[config.mk]
export PLATFORM = sky130hd
export DESIGN_NAME = missing_tooth_crank_decoder
export DESIGN_NICKNAME = d
export VERILOG_FILES = /design/src/mtc_pkg.sv /design/src/missing_tooth_crank_decoder.sv /design/src/mtc_div.sv /design/src/mtc_ctrl.sv /design/src/mtc_dp.sv
export SDC_FILE = /design/constraint.sdc
export NUM_CORES = 2
export LEC_CHECK = 0
export BUFFER_PORTS_ARGS = -buffer_cell sky130_fd_sc_hd__buf_2
export CAP_MARGIN = 30
export CELL_PAD_IN_SITES_DETAIL_PLACEMENT = 0
export CELL_PAD_IN_SITES_GLOBAL_PLACEMENT = 1
export CORE_MARGIN = 10
export CORE_UTILIZATION = 46
export DETAILED_ROUTE_END_ITERATION = 8
export PLACE_DENSITY = 0.7
export SLEW_MARGIN = 25
export SYNTH_ARGS = -nofsm -noshare
export SYNTH_HDL_FRONTEND = slang
export SYNTH_SLANG_ARGS = --single-unit
[constraint.sdc]
create_clock -name clk -period 16 [get_ports clk]
set_clock_uncertainty 0.2 [all_clocks]
set_input_delay 0.8 -clock clk [delete_from_list [all_inputs] [get_ports clk]]
set_output_delay 0.8 -clock clk [all_outputs]
set_load 0.1 [all_outputs]
[src/mtc_pkg.sv]
// ----------------------------------------------------------------------------
// mtc_pkg
// Shared constants, register indexes and controller/datapath interface types
// for the missing-tooth crank decoder.
// ----------------------------------------------------------------------------
package mtc_pkg;

  localparam int HISTORY_DEPTH_DEF = 8;

  // Field widths
  localparam int PERIOD_W   = 32;
  localparam int TEETH_W    = 8;
  localparam int MINP_W     = 16;
  localparam int RPM_W      = 15;
  localparam int MODE_W     = 2;
  localparam int CFG_IDX_W  = 2;
  localparam int CFG_DATA_W = 16;
  localparam int PROD_W     = PERIOD_W + TEETH_W;

  // Sync modes
  localparam logic [MODE_W-1:0] MODE_LOST    = 2'd0;
  localparam logic [MODE_W-1:0] MODE_SYNCING = 2'd1;
  localparam logic [MODE_W-1:0] MODE_SYNCED  = 2'd2;

  // Configuration register indexes
  localparam logic [CFG_IDX_W-1:0] REG_TOTAL_TEETH   = 2'd0;
  localparam logic [CFG_IDX_W-1:0] REG_MISSING_TEETH = 2'd1;
  localparam logic [CFG_IDX_W-1:0] REG_MIN_PERIOD    = 2'd2;

  // Configuration reset values
  localparam logic [TEETH_W-1:0] TOTAL_TEETH_RST   = 8'd36;
  localparam logic [TEETH_W-1:0] MISSING_TEETH_RST = 8'd1;
  localparam logic [MINP_W-1:0]  MIN_PERIOD_RST    = 16'd50;

  // RPM arithmetic
  localparam int RPM_NUMERATOR = 60000000;
  localparam int RPM_LIMIT     = 20000;

  // Commands from controller to datapath
  typedef struct packed {
    logic capture;
    logic hist_upd;
    logic mean_zero;
    logic mean_start;
    logic mean_load;
    logic sync_upd;
    logic rpm_start;
    logic rpm_load;
    logic out_load;
  } mtc_cmd_t;

  // Status from datapath to controller
  typedef struct packed {
    logic keep;
    logic cnt_zero;
    logic rpm_go;
    logic div_done;
    logic out_free;
  } mtc_sts_t;

endpackage

[src/missing_tooth_crank_decoder.sv]
// Flow: first and noise edges go from accept straight to the result; kept edges
//   also pass history update, sync update and up to both divisions (mean, rpm).
// Edges are taken one at a time; a stalled result holds the input off.
// Reset: synchronous active-low rst_n; no clearing pass, history valid bits
//   clear at once.
// ----------------------------------------------------------------------------
// missing_tooth_crank_decoder
// Decodes a missing-tooth trigger wheel from tooth edge timestamps: period,
// gap detection, sync tracking and held rpm estimate.
// ----------------------------------------------------------------------------
module missing_tooth_crank_decoder #(
  parameter int HISTORY_DEPTH = mtc_pkg::HISTORY_DEPTH_DEF
) (
  input  logic                            clk,
  input  logic                            rst_n,
  input  logic                            cfg_valid,
  output logic                            cfg_ready,
  input  logic [mtc_pkg::CFG_IDX_W-1:0]   cfg_index,
  input  logic [mtc_pkg::CFG_DATA_W-1:0]  cfg_data,
  input  logic                            in_valid,
  output logic                            in_ready,
  input  logic [mtc_pkg::PERIOD_W-1:0]    in_edge_time_us,
  output logic                            out_valid,
  input  logic                            out_ready,
  output logic                            out_accepted,
  output logic [mtc_pkg::PERIOD_W-1:0]    out_period_us,
  output logic                            out_is_gap,
  output logic [mtc_pkg::MODE_W-1:0]      out_sync_status,
  output logic [mtc_pkg::TEETH_W-1:0]     out_tooth_position,
  output logic [mtc_pkg::RPM_W-1:0]       out_engine_rpm
);

  mtc_pkg::mtc_cmd_t cmd;
  mtc_pkg::mtc_sts_t sts;

  // Register writes are always accepted
  assign cfg_ready = 1'b1;

  mtc_ctrl u_ctrl (
    .clk      (clk),
    .rst_n    (rst_n),
    .in_valid (in_valid),
    .in_ready (in_ready),
    .sts      (sts),
    .cmd      (cmd)
  );

  mtc_dp #(
    .HISTORY_DEPTH (HISTORY_DEPTH)
  ) u_dp (
    .clk                (clk),
    .rst_n              (rst_n),
    .cfg_valid          (cfg_valid),
    .cfg_index          (cfg_index),
    .cfg_data           (cfg_data),
    .in_edge_time_us    (in_edge_time_us),
    .cmd                (cmd),
    .sts                (sts),
    .out_valid          (out_valid),
    .out_ready          (out_ready),
    .out_accepted       (out_accepted),
    .out_period_us      (out_period_us),
    .out_is_gap         (out_is_gap),
    .out_sync_status    (out_sync_status),
    .out_tooth_position (out_tooth_position),
    .out_engine_rpm     (out_engine_rpm)
  );

endmodule

[src/mtc_div.sv]
// ----------------------------------------------------------------------------
// mtc_div
// Restoring divider, one quotient bit per cycle. done rises once all NUM_W
// quotient bits are in and holds until the next start.
// ----------------------------------------------------------------------------
module mtc_div #(
  parameter int NUM_W = 35,
  parameter int DEN_W = 40
) (
  input  logic             clk,
  input  logic             rst_n,
  input  logic             start,
  input  logic [NUM_W-1:0] num,
  input  logic [DEN_W-1:0] den,
  output logic [NUM_W-1:0] quo,
  output logic             done
);

  localparam int CNT_W = $clog2(NUM_W + 1);

  logic [NUM_W-1:0] quo_r, quo_nxt;
  logic [DEN_W-1:0] rem_r, rem_nxt;
  logic [DEN_W-1:0] den_r, den_nxt;
  logic [CNT_W-1:0] cnt_r, cnt_nxt;
  logic             busy_r, busy_nxt;
  logic             done_r, done_nxt;

  logic [DEN_W:0]   sh;
  logic [DEN_W:0]   diff;
  logic             ge;

  // One restoring step: shift in next numerator bit, subtract if it fits
  assign sh   = {rem_r, quo_r[NUM_W-1]};
  assign diff = sh - {1'b0, den_r};
  assign ge   = (sh >= {1'b0, den_r});

  always_comb begin
    quo_nxt  = quo_r;
    rem_nxt  = rem_r;
    den_nxt  = den_r;
    cnt_nxt  = cnt_r;
    busy_nxt = busy_r;
    done_nxt = done_r;
    if (start) begin
      quo_nxt  = num;
      rem_nxt  = '0;
      den_nxt  = den;
      cnt_nxt  = CNT_W'(NUM_W);
      busy_nxt = 1'b1;
      done_nxt = 1'b0;
    end else if (busy_r) begin
      quo_nxt = {quo_r[NUM_W-2:0], ge};
      rem_nxt = ge ? diff[DEN_W-1:0] : sh[DEN_W-1:0];
      cnt_nxt = cnt_r - CNT_W'(1);
      if (cnt_r == CNT_W'(1)) begin
        busy_nxt = 1'b0;
        done_nxt = 1'b1;
      end
    end
  end

  // Control state
  always_ff @(posedge clk) begin
    if (!rst_n) begin
      cnt_r  <= '0;
      busy_r <= 1'b0;
      done_r <= 1'b0;
    end else begin
      cnt_r  <= cnt_nxt;
      busy_r <= busy_nxt;
      done_r <= done_nxt;
    end
  end

  // Working registers
  always_ff @(posedge clk) begin
    quo_r <= quo_nxt;
    rem_r <= rem_nxt;
    den_r <= den_nxt;
  end

  assign quo  = quo_r;
  assign done = done_r;

endmodule

[src/mtc_ctrl.sv]
// ----------------------------------------------------------------------------
// mtc_ctrl
// Sequencer for one edge transaction: capture, history update, mean
// division, sync update, rpm division and result hand-off.
// ----------------------------------------------------------------------------
module mtc_ctrl (
  input  logic              clk,
  input  logic              rst_n,
  input  logic              in_valid,
  output logic              in_ready,
  input  mtc_pkg::mtc_sts_t sts,
  output mtc_pkg::mtc_cmd_t cmd
);

  localparam logic [2:0] S_IDLE   = 3'd0;
  localparam logic [2:0] S_HIST   = 3'd1;
  localparam logic [2:0] S_MSTART = 3'd2;
  localparam logic [2:0] S_MWAIT  = 3'd3;
  localparam logic [2:0] S_SYNC   = 3'd4;
  localparam logic [2:0] S_RWAIT  = 3'd5;
  localparam logic [2:0] S_FINISH = 3'd6;

  logic [2:0] state_r, state_nxt;

  assign in_ready = (state_r == S_IDLE);

  // Next state and commands
  always_comb begin
    state_nxt = state_r;
    cmd       = '0;
    case (state_r)
      S_IDLE: begin
        if (in_valid) begin
          cmd.capture = 1'b1;
          state_nxt   = sts.keep ? S_HIST : S_FINISH;
        end
      end
      S_HIST: begin
        cmd.hist_upd = 1'b1;
        state_nxt    = S_MSTART;
      end
      S_MSTART: begin
        if (sts.cnt_zero) begin
          cmd.mean_zero = 1'b1;
          state_nxt     = S_SYNC;
        end else begin
          cmd.mean_start = 1'b1;
          state_nxt      = S_MWAIT;
        end
      end
      S_MWAIT: begin
        if (sts.div_done) begin
          cmd.mean_load = 1'b1;
          state_nxt     = S_SYNC;
        end
      end
      S_SYNC: begin
        cmd.sync_upd = 1'b1;
        if (sts.rpm_go) begin
          cmd.rpm_start = 1'b1;
          state_nxt     = S_RWAIT;
        end else begin
          state_nxt = S_FINISH;
        end
      end
      S_RWAIT: begin
        if (sts.div_done) begin
          cmd.rpm_load = 1'b1;
          state_nxt    = S_FINISH;
        end
      end
      S_FINISH: begin
        if (sts.out_free) begin
          cmd.out_load = 1'b1;
          state_nxt    = S_IDLE;
        end
      end
      default: begin
        state_nxt = S_IDLE;
      end
    endcase
  end

  always_ff @(posedge clk) begin
    if (!rst_n) begin
      state_r <= S_IDLE;
    end else begin
      state_r <= state_nxt;
    end
  end

endmodule

[src/mtc_dp.sv]
// ----------------------------------------------------------------------------
// mtc_dp
// Datapath: configuration registers, edge capture, period history with
// running sum and nonzero count, shared divider, sync tracking, rpm hold
// and the output register.
// ----------------------------------------------------------------------------
module mtc_dp #(
  parameter int HISTORY_DEPTH = mtc_pkg::HISTORY_DEPTH_DEF
) (
  input  logic                            clk,
  input  logic                            rst_n,
  input  logic                            cfg_valid,
  input  logic [mtc_pkg::CFG_IDX_W-1:0]   cfg_index,
  input  logic [mtc_pkg::CFG_DATA_W-1:0]  cfg_data,
  input  logic [mtc_pkg::PERIOD_W-1:0]    in_edge_time_us,
  input  mtc_pkg::mtc_cmd_t               cmd,
  output mtc_pkg::mtc_sts_t               sts,
  output logic                            out_valid,
  input  logic                            out_ready,
  output logic                            out_accepted,
  output logic [mtc_pkg::PERIOD_W-1:0]    out_period_us,
  output logic                            out_is_gap,
  output logic [mtc_pkg::MODE_W-1:0]      out_sync_status,
  output logic [mtc_pkg::TEETH_W-1:0]     out_tooth_position,
  output logic [mtc_pkg::RPM_W-1:0]       out_engine_rpm
);

  localparam int PW     = mtc_pkg::PERIOD_W;
  localparam int SLOT_W = $clog2(HISTORY_DEPTH);
  localparam int CNT_W  = $clog2(HISTORY_DEPTH + 1);
  localparam int SUM_W  = PW + SLOT_W;
  localparam int NUM_W  = SUM_W;
  localparam int DEN_W  = mtc_pkg::PROD_W;

  // Configuration registers
  logic [mtc_pkg::TEETH_W-1:0] total_r, missing_r;
  logic [mtc_pkg::MINP_W-1:0]  minp_r;

  always_ff @(posedge clk) begin
    if (!rst_n) begin
      total_r   <= mtc_pkg::TOTAL_TEETH_RST;
      missing_r <= mtc_pkg::MISSING_TEETH_RST;
      minp_r    <= mtc_pkg::MIN_PERIOD_RST;
    end else if (cfg_valid) begin
      case (cfg_index)
        mtc_pkg::REG_TOTAL_TEETH:   total_r   <= cfg_data[mtc_pkg::TEETH_W-1:0];
        mtc_pkg::REG_MISSING_TEETH: missing_r <= cfg_data[mtc_pkg::TEETH_W-1:0];
        mtc_pkg::REG_MIN_PERIOD:    minp_r    <= cfg_data[mtc_pkg::MINP_W-1:0];
        default: ;
      endcase
    end
  end

  // Edge capture
  logic          have_r;
  logic [PW-1:0] last_r;
  logic [PW-1:0] period_r;
  logic          acc_r;
  logic [PW-1:0] diff;

  assign diff     = in_edge_time_us - last_r;
  assign sts.keep = have_r && (diff >= PW'(minp_r));

  always_ff @(posedge clk) begin
    if (!rst_n) begin
      have_r <= 1'b0;
      last_r <= '0;
    end else if (cmd.capture) begin
      have_r <= 1'b1;
      last_r <= in_edge_time_us;
    end
  end

  always_ff @(posedge clk) begin
    if (cmd.capture) begin
      period_r <= have_r ? diff : '0;
      acc_r    <= sts.keep;
    end
  end

  // Period history: memory plus per-entry valid bits, running sum and count
  logic [PW-1:0]            hist_mem [HISTORY_DEPTH];
  logic [PW-1:0]            rd_r;
  logic [HISTORY_DEPTH-1:0] vld_r;
  logic [SLOT_W-1:0]        slot_r;
  logic [SUM_W-1:0]         sum_r;
  logic [CNT_W-1:0]         cnt_r;
  logic [DEN_W-1:0]         prod_r;
  logic [PW-1:0]            old_val;

  assign old_val      = vld_r[slot_r] ? rd_r : '0;
  assign sts.cnt_zero = (cnt_r == '0);

  always_ff @(posedge clk) begin
    rd_r <= hist_mem[slot_r];
    if (cmd.hist_upd) begin
      hist_mem[slot_r] <= period_r;
    end
  end

  always_ff @(posedge clk) begin
    if (!rst_n) begin
      vld_r  <= '0;
      slot_r <= '0;
      sum_r  <= '0;
      cnt_r  <= '0;
    end else if (cmd.hist_upd) begin
      vld_r[slot_r] <= 1'b1;
      slot_r <= (slot_r == SLOT_W'(HISTORY_DEPTH - 1)) ? '0 : slot_r + SLOT_W'(1);
      sum_r  <= sum_r - SUM_W'(old_val) + SUM_W'(period_r);
      cnt_r  <= cnt_r - CNT_W'(old_val != '0) + CNT_W'(period_r != '0);
    end
  end

  always_ff @(posedge clk) begin
    if (cmd.hist_upd) begin
      prod_r <= DEN_W'(period_r) * DEN_W'(total_r);
    end
  end

  // Shared divider: history mean, then rpm
  logic [NUM_W-1:0] div_num;
  logic [DEN_W-1:0] div_den;
  logic [NUM_W-1:0] div_quo;
  logic             div_start;

  assign div_start = cmd.mean_start || cmd.rpm_start;
  assign div_num   = cmd.mean_start ? sum_r : NUM_W'(mtc_pkg::RPM_NUMERATOR);
  assign div_den   = cmd.mean_start ? DEN_W'(cnt_r) : prod_r;

  mtc_div #(
    .NUM_W (NUM_W),
    .DEN_W (DEN_W)
  ) u_div (
    .clk   (clk),
    .rst_n (rst_n),
    .start (div_start),
    .num   (div_num),
    .den   (div_den),
    .quo   (div_quo),
    .done  (sts.div_done)
  );

  logic [PW-1:0] mean_r;

  always_ff @(posedge clk) begin
    if (cmd.mean_zero) begin
      mean_r <= '0;
    end else if (cmd.mean_load) begin
      mean_r <= div_quo[PW-1:0];
    end
  end

  // Gap test and sync tracking
  logic [PW+1:0]               thr;
  logic                        gap_c;
  logic [mtc_pkg::TEETH_W-1:0] expected;
  logic [mtc_pkg::TEETH_W-1:0] teeth_inc;
  logic [mtc_pkg::MODE_W-1:0]  mode_r, mode_c;
  logic [mtc_pkg::TEETH_W-1:0] teeth_r, teeth_c;
  logic                        rpm_clr_c;
  logic [mtc_pkg::RPM_W-1:0]   rpm_r;
  logic                        gap_r;

  assign thr       = (PW+2)'(mean_r) + (PW+2)'(mean_r[PW-1:1]);
  assign gap_c     = (mean_r != '0) && ((PW+2)'(period_r) > thr);
  assign expected  = total_r - missing_r;
  assign teeth_inc = teeth_r + 8'd1;

  always_comb begin
    mode_c    = mode_r;
    teeth_c   = teeth_r;
    rpm_clr_c = 1'b0;
    case (mode_r)
      mtc_pkg::MODE_SYNCING: begin
        teeth_c = teeth_inc;
        if (gap_c) begin
          if (teeth_inc == expected) begin
            mode_c = mtc_pkg::MODE_SYNCED;
          end
          teeth_c = '0;
        end
      end
      mtc_pkg::MODE_SYNCED: begin
        teeth_c = teeth_inc;
        if (gap_c) begin
          if (teeth_inc != expected) begin
            mode_c    = mtc_pkg::MODE_LOST;
            rpm_clr_c = 1'b1;
          end
          teeth_c = '0;
        end
      end
      default: begin
        // lost, and the unused code acts as lost
        mode_c = gap_c ? mtc_pkg::MODE_SYNCING : mtc_pkg::MODE_LOST;
        if (gap_c) begin
          teeth_c = '0;
        end
      end
    endcase
  end

  assign sts.rpm_go = (mode_c != mtc_pkg::MODE_LOST) && (prod_r != '0);

  always_ff @(posedge clk) begin
    if (!rst_n) begin
      mode_r  <= mtc_pkg::MODE_LOST;
      teeth_r <= '0;
      rpm_r   <= '0;
    end else if (cmd.sync_upd) begin
      mode_r  <= mode_c;
      teeth_r <= teeth_c;
      if (rpm_clr_c) begin
        rpm_r <= '0;
      end
    end else if (cmd.rpm_load && (div_quo < NUM_W'(mtc_pkg::RPM_LIMIT))) begin
      rpm_r <= div_quo[mtc_pkg::RPM_W-1:0];
    end
  end

  always_ff @(posedge clk) begin
    if (cmd.capture) begin
      gap_r <= 1'b0;
    end else if (cmd.sync_upd) begin
      gap_r <= gap_c;
    end
  end

  // Output register
  logic out_valid_r, out_valid_nxt;

  assign sts.out_free = !out_valid_r || out_ready;

  always_comb begin
    out_valid_nxt = out_valid_r;
    if (cmd.out_load) begin
      out_valid_nxt = 1'b1;
    end else if (out_ready) begin
      out_valid_nxt = 1'b0;
    end
  end

  always_ff @(posedge clk) begin
    if (!rst_n) begin
      out_valid_r <= 1'b0;
    end else begin
      out_valid_r <= out_valid_nxt;
    end
  end

  always_ff @(posedge clk) begin
    if (cmd.out_load) begin
      out_accepted       <= acc_r;
      out_period_us      <= period_r;
      out_is_gap         <= gap_r;
      out_sync_status    <= mode_r;
      out_tooth_position <= teeth_r;
      out_engine_rpm     <= rpm_r;
    end
  end

  assign out_valid = out_valid_r;

  // Checks
  a_div_not_instant: assert property (@(posedge clk) disable iff (!rst_n)
    div_start |=> !sts.div_done)
    else $error("divider reported done right after start");

  a_empty_history_sum: assert property (@(posedge clk) disable iff (!rst_n)
    (cnt_r == '0) |-> (sum_r == '0))
    else $error("history sum nonzero with no nonzero entries");

  a_lost_rpm_zero: assert property (@(posedge clk) disable iff (!rst_n)
    (mode_r == mtc_pkg::MODE_LOST) |-> (rpm_r == '0))
    else $error("rpm estimate nonzero while sync lost");

endmodule
==> results.py <==
metrics = {
    "pwr": {
        "ir_worst_vdd_mv": 0.112,
        "p_total_w": 0.00852,
        "cellLeakagePower_nw": 20.2,
        "power_density_nw_per_um2": 173,
    },
    "synth": {
        "synth_flop_cell": "edfxtp_1",
        "async_flop_share": 0,
        "synth_edf_count": 463,
        "postSynthAreaPerCell_um2": 10.2,
        "synth.net_count": 4893,
        "synth_seq_cells": 720,
        "yosysSeqAreaShare": 0.429,
        "synth_cell_types": 94,
        "yosysWarnings": 0,
        "netlist_area_um2": 44400,
        "synthCells": 4340,
    },
    "floorplan": {
        "initial_core_util": 0.465,
        "dieArea_um2": 109000,
        "io_pins": 117,
        "die_y_um": 331,
        "core_um2": 95400,
        "fp-row-count": 113,
        "dieWidth_um": 331,
    },
    "setup_path": {
        "crit_arrival_ns": 8.12,
        "reg2reg_depth": 24,
        "r2r_end": "u_dp.u_div.rem_r[25]",
        "worstReg2RegStart": "u_dp.mean_r[2]",
        "cp-end-kind": "flip-flop",
        "reg2reg_slack_ns": 8.21,
        "worstSetupStartpointType": "flip-flop",
        "cp_max_fo": 93,
        "crit_start": "u_dp.mean_r[2]",
        "worstPathRequired_ns": 16.33,
        "path_class": "reg2reg",
    },
    "global_routing": {
        "grt_usage": 0.229,
        "overflow": 0,
        "grt_pass1_vias": 31300,
        "antenna_found_initial": 4,
        "grt_first_pass_wirelength_um": 193000,
        "grt_max_degree": 94,
    },
    "clock_network": {
        "clock_sinks": 720,
        "tritoncts": "built",
        "cts_hold_buf": 0,
        "post_cts_resize_count": 0,
        "cts_buffer_depth": 3,
        "cts_buffers": 82,
        "cts_setup_buffers": 0,
        "clk_latency_ns": 0.70,
        "cts_max_level": 3,
        "cts-root-buf": "clkbuf_16",
        "clk_pin_slew_ns": 0.06,
    },
    "detailed_routing": {
        "wl_met2_um": 55600,
        "drt_first_pass_iters": 5,
        "drcViolationCount": 0,
        "viasPerCell": 5.56,
        "vias": 32000,
        "wire_per_inst_um": 21.8,
        "met3WireLength_um": 7720,
        "detail-route-antenna-nets": 0,
        "maxUsedRoutingLayer": "met5",
        "drt-met1-wl_um": 59200,
        "drt_iter0_markers": 2307,
        "wl_um": 126000,
    },
    "placement": {
        "port_buffers": 115,
        "hpwl_um": 86900,
        "place.gp.congestion": 0.873,
    },
    "sta": {
        "period_share": 0.487,
        "maxSlewHeadroom": 0.373,
        "rsz0062_at_grt": "false",
        "setup_violations": 0,
        "slew_viol_final": 0,
        "worst_pin_slew_ns": 0.941,
        "hold_violations": 0,
        "fin_tns_setup_ns": 0,
        "min_period_ns": 7.79,
        "max_freq_mhz": 128,
    },
    "status": {
        "status": "completed",
    },
    "min_path": {
        "holdPathEnd": "u_dp.minp_r[10]",
        "hold_path_startpoint": "cfg_data[10]",
        "worstHoldPathType": "in2reg",
        "hold_depth": 3,
    },
    "finish": {
        "area_growth_pct": 11.0,
        "fillCellCount": 8782,
        "final_layout_size_suffix_gt1_frac": 0.0845,
        "layout.nets": 4981,
    },
    "job": {
        "cap_viol_max_count": 0,
    },
}
placed cells by master (no fill, tap or decap), types with 114 or more instances in the layout:
master,n
nor2_1,167
a21oi_1,198
ha_1,281
buf_2,114
o21ai_0,128
fa_1,217
a22oi_1,149
nand2_1,457
dfxtp_1,254
and2_1,182
edfxtp_1,463
inv_1,494
layer usage:
metal | GRT usage | vias to the layer above
met1 | 0.329 | 15600
met3 | 0.0398 | 173
li1 | - | 15400
met5 | 0 | -
met4 | 0.0609 | 4
met2 | 0.355 | 861
sequential cells by signal, summed over array words and instances (netlist names), 35 cells and up:
register,flops
u_dp.prod_r,40
u_dp.hist_mem,256
u_dp.sum_r,35
u_dp.u_div.quo,35
u_dp.u_div.rem_r,40
u_dp.u_div.den_r,40
how the worst max path moves through the flow:
stage                                 endpoint  slack (ns)  cells past startpoint
after floorplan              u_dp.u_div.quo[0]        9.38                     24
after global placement      u_dp.u_div.quo[17]        8.40                     24
after detailed placement    u_dp.u_div.quo[17]        8.24                     24
after CTS                   u_dp.u_div.quo[17]        8.25                     24
after global routing      u_dp.u_div.rem_r[12]        7.61                     24
final                     u_dp.u_div.rem_r[25]        8.21                     24
layout make-up:
class | count | area [um2] | share of cell area
multi-input cells | 2932 | 22800 | 0.462
flip-flops and latches | 720 | 19100 | 0.387
clock buffers | 114 | 2260 | 0.0459
inverters | 498 | 1870 | 0.0381
well taps | 1265 | 1580 | 0.0321
repair buffers | 194 | 1240 | 0.0251
clock inverters | 39 | 484 | 0.00983
diodes | 1 | 2.50 | 0.0000508
worst max-delay path: stages, from the launching register on:
cell	delay, ns
dfxtp_1	0.43
ha_1	0.26
a21o_1	0.18
a21oi_1	0.26
o211a_1	0.21
nor4_1	0.07
o41ai_1	0.51
a21oi_1	0.28
a41oi_1	0.37
o21ai_0	0.27
a221o_1	0.42
a21oi_1	0.18
xnor2_1	0.09
ha_1	0.31
o21ai_0	0.09
a211o_1	0.30
a31oi_1	0.14
o2111a_1	0.18
o21ai_1	0.16
or3_1	0.59
o21bai_1	0.27
a31oi_2	0.25
o31a_4	0.44
clkinv_4	0.66
a211oi_1	0.42
power by group:
group          switching, W  internal [W]  leakage (nW)
Clock              0.000815       0.00107          1.32
Sequential         0.000180       0.00237          6.32
Combinational       0.00252       0.00155          12.6
Total               0.00352       0.00500          20.2
metrics by stage:
step,worst slack (ns),hold WS (ns),util,instances,cell area (um2)
5_1_grt,7.61,0.145,0.516,5762,49200
4_1_cts,8.25,0.107,0.515,5758,49200
6_report,8.21,0.146,0.516,5763,49300
2_1_floorplan,9.38,0.200,-,4340,44400
3_3_place_gp,8.40,0.224,0.486,5602,46400
3_5_place_dp,8.24,0.209,0.487,5605,46400
cells by family (layout without fill, tap and decap cells):
kind of cell    Yosys count  after routing  share of synthesized area
simple gates           1269           1269                      0.142
compound gates          958            958                      0.150
flops                   720            720                      0.429
buf+inv                 688            845                     0.0598
fa+ha+maj               498            498                      0.177
xor+xnor                160            160                     0.0316
mux                      46             46                     0.0104
other cells               1              2                  0.0000845
synth_stat cells, types with 24 or more instances:
cell | instances | area [um2]
ha_1 | 281 | 3520
o21ai_0 | 128 | 641
xnor2_1 | 103 | 902
nor2_1 | 170 | 638
nand2b_1 | 39 | 244
and3_1 | 41 | 257
a21o_1 | 99 | 743
a22oi_1 | 149 | 1120
a21oi_1 | 198 | 991
a211oi_1 | 51 | 383
a22o_1 | 24 | 210
inv_1 | 495 | 1860
nor2b_1 | 86 | 538
fa_1 | 217 | 4340
nand4_1 | 68 | 425
clkbuf_1 | 171 | 642
a31oi_1 | 27 | 169
nand2_1 | 458 | 1720
xor2_1 | 57 | 499
nand3_1 | 65 | 325
nor4_1 | 41 | 257
nor3_1 | 48 | 240
dfxtp_1 | 257 | 5140
and2_1 | 182 | 1140
mux2i_1 | 46 | 460
o21a_1 | 41 | 308
a21boi_0 | 68 | 510
edfxtp_1 | 463 | 13900
No activity file was read; power rests on OpenSTA's default activity.
